==> src/lvma_pkg.sv <==
// Package for the label vector medoid assignment block.
// Holds the sizing constants, command and register codes, the scan state type
// and the control/status structs shared between the top level and the scan engine.
package lvma_pkg;

    // Table and label geometry
    localparam int MEDOIDS     = 256;
    localparam int DIMENSIONS  = 4;
    localparam int LABEL_BITS  = 16;
    localparam int LANE_STRIDE = 16;
    localparam int VEC_W       = 64;

    // Derived widths
    localparam int IDX_W   = (MEDOIDS > 1) ? $clog2(MEDOIDS) : 1;
    localparam int COUNT_W = $clog2(MEDOIDS + 1);
    localparam int LIM_W   = (COUNT_W > 9) ? COUNT_W : 9;
    localparam int LD_W    = (COUNT_W > 8) ? COUNT_W : 8;

    // Field and register widths
    localparam int CLUSTER_W   = 8;
    localparam int MATCH_W     = 3;
    localparam int MED_CFG_W   = 9;
    localparam int DIM_CFG_W   = 3;
    localparam int CFG_DATA_W  = 9;
    localparam int CFG_INDEX_W = 1;

    // Commands carried by an input transaction
    localparam logic CMD_LOAD     = 1'b0;
    localparam logic CMD_CLASSIFY = 1'b1;

    // Configuration register indexes
    localparam logic [CFG_INDEX_W-1:0] CFG_MEDOIDS_IN_USE    = 1'b0;
    localparam logic [CFG_INDEX_W-1:0] CFG_DIMENSIONS_IN_USE = 1'b1;

    // Scan engine states
    typedef enum logic [1:0] {
        SCAN_IDLE,
        SCAN_RUN,
        SCAN_DRAIN,
        SCAN_DONE
    } scan_state_t;

    // Start request from the top level, limits already saturated
    typedef struct packed {
        logic                 start;
        logic [COUNT_W-1:0]   m_lim;
        logic [DIM_CFG_W-1:0] d_lim;
    } scan_cmd_t;

    // Status back from the scan engine
    typedef struct packed {
        logic               idle;
        logic               done;
        logic [IDX_W-1:0]   best_idx;
        logic [MATCH_W-1:0] best_cnt;
    } scan_stat_t;

endpackage

==> src/lvma_scan.sv <==
// Scan engine: sweeps the medoid table one entry per cycle, counts matching
// label lanes and keeps the first entry with the highest count.
// Depends on lvma_pkg; drives the read port of the medoid RAM.
module lvma_scan import lvma_pkg::*; (
    input  logic              aclk,
    input  logic              aresetn,
    input  scan_cmd_t         cmd,
    input  logic [VEC_W-1:0]  vector,
    input  logic              ack,
    output scan_stat_t        stat,
    output logic              rd_en,
    output logic [IDX_W-1:0]  rd_addr,
    input  logic [VEC_W-1:0]  rd_data
);

    scan_state_t          state_reg, state_next;
    logic [IDX_W-1:0]     addr_reg, addr_next;
    logic [COUNT_W-1:0]   lim_reg, lim_next;
    logic [DIM_CFG_W-1:0] dlim_reg, dlim_next;
    logic [VEC_W-1:0]     vec_reg, vec_next;
    logic                 rd_valid_reg, rd_valid_next;
    logic [IDX_W-1:0]     pipe_idx_reg, pipe_idx_next;
    logic [IDX_W-1:0]     best_idx_reg, best_idx_next;
    logic [MATCH_W-1:0]   best_cnt_reg, best_cnt_next;

    logic                 addr_last;
    logic                 load_cfg;
    logic                 advance;
    logic [MATCH_W-1:0]   cnt;

    // Last entry in use reached by the read address
    assign addr_last = ((COUNT_W'(addr_reg) + COUNT_W'(1)) == lim_reg);

    // Lane-wise label compare against the entry read last cycle
    always_comb begin
        cnt = '0;
        for (int d = 0; d < DIMENSIONS; d++) begin
            if ((DIM_CFG_W'(d) < dlim_reg) &&
                (rd_data[d*LANE_STRIDE +: LABEL_BITS] ==
                 vec_reg[d*LANE_STRIDE +: LABEL_BITS])) begin
                cnt = cnt + MATCH_W'(1);
            end
        end
    end

    // Next state
    always_comb begin
        state_next = state_reg;
        unique case (state_reg)
            SCAN_IDLE:  if (cmd.start) state_next = SCAN_RUN;
            SCAN_RUN:   if (addr_last) state_next = SCAN_DRAIN;
            SCAN_DRAIN: state_next = SCAN_DONE;
            SCAN_DONE:  if (ack) state_next = SCAN_IDLE;
            default:    state_next = SCAN_IDLE;
        endcase
    end

    // State outputs
    always_comb begin
        load_cfg      = 1'b0;
        advance       = 1'b0;
        stat.idle     = 1'b0;
        stat.done     = 1'b0;
        stat.best_idx = best_idx_reg;
        stat.best_cnt = best_cnt_reg;
        unique case (state_reg)
            SCAN_IDLE: begin
                stat.idle = 1'b1;
                load_cfg  = cmd.start;
            end
            SCAN_RUN:   advance   = 1'b1;
            SCAN_DRAIN: advance   = 1'b0;
            SCAN_DONE:  stat.done = 1'b1;
            default:    advance   = 1'b0;
        endcase
    end

    assign rd_en         = advance;
    assign rd_addr       = addr_reg;

    // Datapath next values
    always_comb begin
        addr_next     = addr_reg;
        lim_next      = lim_reg;
        dlim_next     = dlim_reg;
        vec_next      = vec_reg;
        best_idx_next = best_idx_reg;
        best_cnt_next = best_cnt_reg;
        rd_valid_next = advance;
        pipe_idx_next = addr_reg;
        if (load_cfg) begin
            addr_next = '0;
            lim_next  = cmd.m_lim;
            dlim_next = cmd.d_lim;
            vec_next  = vector;
        end else if (advance) begin
            addr_next = addr_reg + IDX_W'(1);
        end
        // First entry seeds the best; later ones replace it only on a strictly higher count
        if (rd_valid_reg) begin
            if ((pipe_idx_reg == '0) || (cnt > best_cnt_reg)) begin
                best_idx_next = pipe_idx_reg;
                best_cnt_next = cnt;
            end
        end
    end

    // Control registers
    always_ff @(posedge aclk) begin
        if (!aresetn) begin
            state_reg    <= SCAN_IDLE;
            rd_valid_reg <= 1'b0;
        end else begin
            state_reg    <= state_next;
            rd_valid_reg <= rd_valid_next;
        end
    end

    // Payload registers
    always_ff @(posedge aclk) begin
        addr_reg     <= addr_next;
        lim_reg      <= lim_next;
        dlim_reg     <= dlim_next;
        vec_reg      <= vec_next;
        pipe_idx_reg <= pipe_idx_next;
        best_idx_reg <= best_idx_next;
        best_cnt_reg <= best_cnt_next;
    end

endmodule

==> config.mk <==
export PLATFORM = sky130hd
export DESIGN_NAME = lvma_scan
export DESIGN_NICKNAME = d
export VERILOG_FILES = /design/src/lvma_pkg.sv /design/src/lvma_scan.sv
export SDC_FILE = /design/constraint.sdc
export NUM_CORES = 1
export LEC_CHECK = 0
export BUFFER_PORTS_ARGS = -buffer_cell sky130_fd_sc_hd__buf_2
export CAP_MARGIN = 20
export CORE_MARGIN = 2
export CORE_UTILIZATION = 45
export DETAILED_ROUTE_END_ITERATION = 10
export HOLD_SLACK_MARGIN = 0.02
export PLACE_DENSITY_LB_ADDON = 0.05
export SLEW_MARGIN = 20
export SYNTH_ARGS = -nofsm -noshare
export SYNTH_HDL_FRONTEND = slang
export SYNTH_SLANG_ARGS = --single-unit
==> constraint.sdc <==
create_clock -name aclk -period 3.65 [get_ports aclk]
set_input_delay 0.365 -clock aclk [delete_from_list [all_inputs] [get_ports aclk]]
set_output_delay 0.365 -clock aclk [all_outputs]
set_load 0.01 [all_outputs]
==> results of run 1 <==
-- what timing repair did --
action                                  in CTS  in global routing
cloned                                       0                  0
endpoints found under the setup margin      11                 11
endpoints found under the hold margin        0                  0
setup buffers                                0                  2
resized for setup                            2                  8
pin swaps                                    0                  7
-- Yosys cell counts (all sizes together), types with 3 or more instances --
library cell	count	area share
ha	11	0.030
a21oi	5	0.0055
inv	12	0.0099
xor2	34	0.065
o21ai	8	0.0088
nor2	10	0.0082
buf	3	0.0033
xnor2	48	0.092
dfxtp	19	0.083
and2	3	0.0041
nor4	13	0.018
nand2	6	0.0055
and3	4	0.0058
a31oi	3	0.0041
nor3	5	0.0055
nor2b	3	0.0041
nand3	10	0.014
nand4	12	0.016
edfxtp	87	0.57
-- area by class of cell --
cell class                      count  area share
Multi-Input combinational cell    198       0.267
Tap cell                          133      0.0281
Inverter                           12     0.00762
Clock buffer                       12      0.0337
Timing Repair Buffer              171       0.153
Clock inverter                      4     0.00444
Sequential cell                   106       0.506
-- worst max-delay path: cells and delay by family (launching register included) --
family                     cells  cell delay (ps)
buffers and inverters          3              330
muxes                          1              290
and+or+nand+nor                3              610
adders and majority gates      3              750
DFF                            1              390
xor gates and xnor gates       2              320
AOI/OAI and AO/OA              5              510
-- metal layers --
layer  share of wire  vias up  wire length [µm]  GRT usage
li1                -     1537                 -          -
met1            0.42     1405              3810      0.212
met2            0.49      109              4460      0.284
met3           0.063       15               569     0.0405
met4           0.020        0               178     0.0724
met5               0        -                 0          0
-- logic make-up after synthesis --
group | count (synthesis) | synth area share
AO/OA/AOI/OAI | 29 | 0.0425
XOR/XNOR | 82 | 0.157
adder cells (fa/ha/maj) | 11 | 0.0302
buffers and inverters | 17 | 0.0148
flip-flops | 106 | 0.656
multiplexers | 3 | 0.00685
AND/OR/NAND/NOR | 73 | 0.0927
-- final timing paths --
| kind | startpoint | depth (start not counted) | end |
|---|---|---|---|
| hold / removal | cmd[11] | 1 | lim_reg[8] |
| setup reg to reg | vec_reg[17] | 17 | best_idx_reg[3] |
| hold reg to reg | pipe_idx_reg[5] | 0 | best_idx_reg[5] |
| setup / recovery | vec_reg[17] | 17 | best_idx_reg[3] |
-- through the flow --
| step | power, W | area [µm²] | hold slack [ps] | std cells |
|---|---|---|---|---|
| 5_1_grt | 0.00332 | 5910 | 145 | 636 |
| 6_report | 0.00315 | 5910 | 165 | 636 |
| 4_1_cts | 0.00316 | 5810 | 148 | 633 |
| 3_3_place_gp | 0.00236 | 5570 | 416 | 617 |
| 3_5_place_dp | 0.00239 | 5570 | 416 | 617 |
| 2_1_floorplan | 0.00216 | 4570 | 390 | 321 |
-- power by group through the flow --
stage,logic (W),registers (W),clock network (W)
final,0.000652,0.00172,0.000772
after floorplan,0.000408,0.00175,0
after CTS,0.000636,0.00173,0.000797
after global placement,0.000616,0.00174,0
after detailed placement,0.000634,0.00176,0
after global routing,0.000727,0.00175,0.000846
==> out/metrics.sh, run 1 <==
DIE-HEIGHT_UM=105
CLOCKBUFFERDEPTH=2
SYNTH_SEQUENTIAL_AREA_RATIO=0.656
TOTAL_NUMBER_OF_VIAS=3066
P_SEQ_FRAC=0.547
MULTI_INPUT_COMB_AREA_MM2=0.00158
SETUP_SLACK_AFTER_PLACEMENT_PS=-73.3
TIMING.CRITICAL_PATH.ARRIVAL_PS=3550
POST_SYNTH_INST_COUNT=321
YS_WARNS=0
DP.FINAL_HPWL_MM=6.62
FINALCRITICALPERIOD_PS=3470
POST-ROUTE-WORST-SETUP-SLACK_PS=183
CTS_TREE='built'
CELLPOWERDENSITY_mW_PER_MM2=532
POWER.SWITCHING_W=0.000868
NUM_ROWS=36
GRT_PASS1_VIAS=3075
MAX_SLEW_MARGIN=0.664
AREAGROWTHSYNTHTOFINISH_PCT=29.5
CRIT_PATH_CELL_TRACE='xnor2_1 > nand4_1 > nor4_2 > o211ai_1 > inv_1 > ha_4 > xnor2_2 > inv_1 > ha_1 > mux2_4 > ha_4 > a21o_1 > a21oi_1 > a31oi_1 > a21oi_1 > nor2b_2 > buf_12'
R2R_SLACK_PS=180
MAX-CAP-VIOLATIONS=0
SLEW_VIOL_FINAL=0
SETUP_VIOLATIONS=0
CTS_HOLD_BUF=0
FINAL-HOLD-VIOLATION-COUNT=0
SYNTH_CELL_TYPE_COUNT=41
WORST_PATH_FANOUT_MAX=11
LAYOUT.NETS=653
MEAN_AREA_PER_SYNTHESIZED_CELL_UM2=14.2
IO_PINS=166
LAYOUT.AREA.SEQ_MM2=0.00299
FINAL_LAYOUT_SIZE_SUFFIX_GT1_FRAC=0.412
LARGEST_REG_FLOPS=64
CTS_MADE_BUFFERS=9
NETSWITCHINGFRACTION=0.276
SYNTH_EDF_COUNT=87
TOTALNEGATIVESETUPSLACK_PS=0
GRT_MAX_DEGREE=85
MOST-COMMON-LAYOUT-CELLS='buf_2, edfxtp_1, xnor2_1'
P_LEAK_nW=2.35
DRT_FIRST_ITER_VIOLATIONS=111
FIN_CRIT_SH=0.950
INITIAL_UTILIZATION=0.465
REQUIRED_TIME_REPORTED_FOR_THE_CRITICAL_PATH_ENDPOINT_PS=3730
WORST-SLEW-PIN-TRANSITION_PS=503
SYN_NETS=476
FILLERINSTANCES=845
CLOCK-ROOT-BUFFER='clkbuf_8'
DRT_WL_TOTAL_MM=9.02
FIN_SKEW_PS=10.0
RUN_STATUS='completed'
DIEWIDTH_UM=105
CRIT_PATH_MAX_INCR_DELAY_PS=390
DOMINANTREGCELLSYNTH='edfxtp_1'
LAYOUT.CELLS.MOST_COMMON='buf_2'
SLOWEST_STAGE='edfxtp_1'
POSTLAYOUTCOREUTIL=0.602
GLOBAL_ROUTE_WIRE_LENGTH_BEFORE_REPAIR_MM=14.6
CLOCK_LATENCY_PS=360
CLKPWRFRAC=0.245
PORT_BUFFERS=165
UNREPAIRED_SETUP_ENDPOINTS_AFTER_GLOBAL_ROUTING='yes'
ANTENNA_FOUND_INITIAL=0
WL_PER_CELL_UM=14.2
SYNTH_AREA_MM2=0.00456
CORE-AREA_MM2=0.00982
STARTPOINT_TYPE='register'
GROUTE.USAGE.OVERALL=0.170
CLK_TRANSITION_REPORTED_PATHS_PS=100
INTERNAL_POWER_W=0.00228
POSTSYNTH.ASYNCRESETSHARE=0
VDD_DROP_MAX_V=0.000336
DRTPASS1ITERATIONS=4
DETAIL_ROUTE.DRC_VIOLATIONS=0
TIMING.FMAX_GHz=0.288
YS_FF_LATCH=106
ANTENNA_VIOLATING_NETS_POST_ROUTE=0
COMB_POWER_SHARE=0.207
ROUTED_VIA_DENSITY=4.82
PATH_CLASS='register to register'
SETUP.WORST_PATH.END_CLASS='register'
HOLD_CLASS='input pin to register'
ANT_DIODES=0
NUMCLOCKSINKS=106
FP.DIEAREA_MM2=0.0110
GRT_OVERFLOW=0
ROUTABILITYCONGESTION=0.779
CTS_HTREE_LEVELS=3
(Power assumes the default switching activity.)
==> inputs of run 2 (changes only) <==
--- a/config.mk
+++ b/config.mk
@@ -7,11 +7,13 @@
 export LEC_CHECK = 0
 export BUFFER_PORTS_ARGS = -buffer_cell sky130_fd_sc_hd__buf_2
 export CAP_MARGIN = 20
+export CORE_ASPECT_RATIO = 0.75
 export CORE_MARGIN = 2
 export CORE_UTILIZATION = 45
 export DETAILED_ROUTE_END_ITERATION = 10
 export HOLD_SLACK_MARGIN = 0.02
 export PLACE_DENSITY_LB_ADDON = 0.05
+export RECOVER_POWER = 50
 export SLEW_MARGIN = 20
 export SYNTH_ARGS = -nofsm -noshare
 export SYNTH_HDL_FRONTEND = slang
==> out/metrics.sh, run 2 (same netlist as run 1, synthesis figures left out) <==
CRIT_PATH_CELL_TRACE='xnor2_1 > nand4_1 > nor4_2 > o211ai_1 > inv_1 > ha_4 > xnor2_4 > inv_2 > ha_4 > mux2_4 > ha_4 > a21o_1 > a21oi_1 > a31oi_1 > a21oi_1 > nor2b_2 > buf_6'
DETAIL_ROUTE.DRC_VIOLATIONS=0  # unchanged
CLOCK_LATENCY_PS=350  # about the same
CELLPOWERDENSITY_mW_PER_MM2=565  # +6.2%
MAX-CAP-VIOLATIONS=0  # unchanged
DIEWIDTH_UM=120  # +15%
HOLDPATHSTAGES=1  # unchanged
FP.DIEAREA_MM2=0.0110  # about the same
LAYOUT.AREA.SEQ_MM2=0.00299  # unchanged
FILLERINSTANCES=834  # -1.3%
MOST_USED_CELL_ALONG_THE_CRITICAL_PATH='ha_4'
CTS_HTREE_LEVELS=3  # unchanged
ANTENNA_FOUND_INITIAL=0  # unchanged
NUM_ROWS=31  # -14%
LAYOUT.CELLS.MOST_COMMON='buf_2'
DESIGN_POWER_TOTAL_W=0.00339  # +7.9%
CTS_MADE_BUFFERS=9  # unchanged
GRT_OVERFLOW=0  # unchanged
FIN_CRIT_SH=0.968  # +0.0187
WORST-SLEW-PIN-TRANSITION_PS=493  # -9.93 ps
WORST_PATH_FANOUT_MAX=6  # -5
SETUP.WORST_PATH.START='vec_reg[31]'
STARTPOINT_TYPE='register'
INITIAL_UTILIZATION=0.467  # +0.00214
RR_WORST_DEPTH=17  # unchanged
SLEW_VIOL_FINAL=0  # unchanged
DIE-HEIGHT_UM=91.2  # -13%
PATH_CLASS='register to register'
GROUTE.USAGE.OVERALL=0.176  # +0.00584
SETUP_VIOLATIONS=0  # unchanged
TIMING.HOLD.WS_PS=188  # +22.1 ps
NUMCLOCKSINKS=106  # unchanged
REQUIRED_TIME_REPORTED_FOR_THE_CRITICAL_PATH_ENDPOINT_PS=3720  # about the same
GRT_MAX_DEGREE=85  # unchanged
HOLD_CLASS='input pin to register'
MOST-COMMON-LAYOUT-CELLS='buf_2, edfxtp_1, xnor2_1'
ROUTABILITYCONGESTION=0.838  # +7.5%
LARGEST_REG_FLOPS=64  # unchanged
CRIT_PATH_MAX_INCR_DELAY_PS=380  # about the same
TOTAL_NUMBER_OF_VIAS=3075  # +0.29%
SETUP.WORST_PATH.END_CLASS='register'
DRT_WL_TOTAL_MM=9.31  # +3.2%
HOLD_START='vector[17]'
PORT_BUFFERS=165  # unchanged
CLOCK-ROOT-BUFFER='clkbuf_16'
CTS_TREE='built'
VDD_DROP_MAX_V=0.000355  # +5.8%
AREAGROWTHSYNTHTOFINISH_PCT=31.6
IO_PINS=166  # unchanged
WORST_R2R_STARTPOINT='vec_reg[31]'
LAYOUT.NETS=654  # +0.15%
GLOBAL_ROUTE_WIRE_LENGTH_BEFORE_REPAIR_MM=14.9  # +2.3%
ANTENNA_VIOLATING_NETS_POST_ROUTE=0  # unchanged
MAX_SLEW_MARGIN=0.671  # +0.00663
DRTPASS1ITERATIONS=4  # unchanged
FINAL_LAYOUT_SIZE_SUFFIX_GT1_FRAC=0.391  # -0.0207
DP_CELLS=618  # +0.16%
WL_PER_CELL_UM=14.6  # +3.2%
CTS_HOLD_BUF=0  # unchanged
MULTI_INPUT_COMB_AREA_MM2=0.00159  # +0.55%
UNREPAIRED_SETUP_ENDPOINTS_AFTER_GLOBAL_ROUTING='yes'
ROUTED_VIA_DENSITY=4.83  # +0.29%
P_LEAK_nW=2.37  # +0.69%
TIMING.CRITICAL_PATH.ARRIVAL_PS=3600  # +50 ps
FINAL-HOLD-VIOLATION-COUNT=0  # unchanged
DP.FINAL_HPWL_MM=6.78  # +2.4%
SLOWEST_STAGE='edfxtp_1'
RUN_STATUS='completed'
DRT_FIRST_ITER_VIOLATIONS=154  # +39%
FINALCRITICALPERIOD_PS=3530  # +68.3 ps
CLOCKBUFFERDEPTH=2  # unchanged
CLK_TRANSITION_REPORTED_PATHS_PS=80  # -20 ps
CORE-AREA_MM2=0.00977  # -0.46%
TIMING.FMAX_GHz=0.283  # -1.9%
FIN_SKEW_PS=7.28  # -2.75 ps
LAYOUTNONFILLERINSTCOUNT=636  # unchanged
GRT_PASS1_VIAS=3082  # +0.23%
ANT_DIODES=0  # unchanged
run 2: layer usage:
metal | up-vias | routed length (µm) | track usage
li1 | 1538 | - | -
met1 | 1393 | 4280 | 0.231
met2 | 128 | 3960 | 0.266
met3 | 16 | 865 | 0.0609
met4 | 0 | 208 | 0.0727
met5 | - | 0 | 0
run 2: where the power goes:
part	leakage, nW	internal (W)	switching (W)
sequential	0.979	0.00159	0.000129
combinational	1.23	0.000306	0.000341
clock	0.157	0.000553	0.000471
total	2.37	0.00245	0.000940
run 2: metrics by stage:
step	area (µm²)	util	setup WS (ps)	TNS, ps
after floorplan	4570	-	113	0
after global placement	5580	0.570	-14.8	-100
after detailed placement	5580	0.570	-152	-1640
after CTS	5910	0.605	24.1	0
after global routing	6010	0.614	-230	-2430
final	6010	0.614	115	0
run 2: timing repair:
item	in CTS	in global routing
gates resized for setup	2	10
buffers inserted	0	1
hold endpoints to repair	0	0
pin swaps	2	7
endpoints found under the setup margin	11	11
run 2: worst paths after layout:
path,endpoint,slack (ps)
setup / recovery,best_idx_reg[4],120
setup reg to reg,best_idx_reg[4],120
hold reg to reg,best_idx_reg[1],430
hold / removal,vec_reg[17],190
run 2: final cells by class:
cell class,count,area share
clock buffers,9,0.0375
repair buffers,172,0.149
multi-input cells,198,0.264
well taps,132,0.0275
flip-flops and latches,106,0.498
clock inverters,7,0.0158
inverters,12,0.00750
run 2: worst max-delay path: cells and delay by family, from the launching register on:
kind | cells | cell delay [ps]
AOI/OAI and AO/OA | 5 | 550
xor gates and xnor gates | 2 | 340
adders and majority gates | 3 | 700
buffers and inverters | 3 | 340
DFF | 1 | 380
muxes | 1 | 280
and+or+nand+nor | 3 | 670
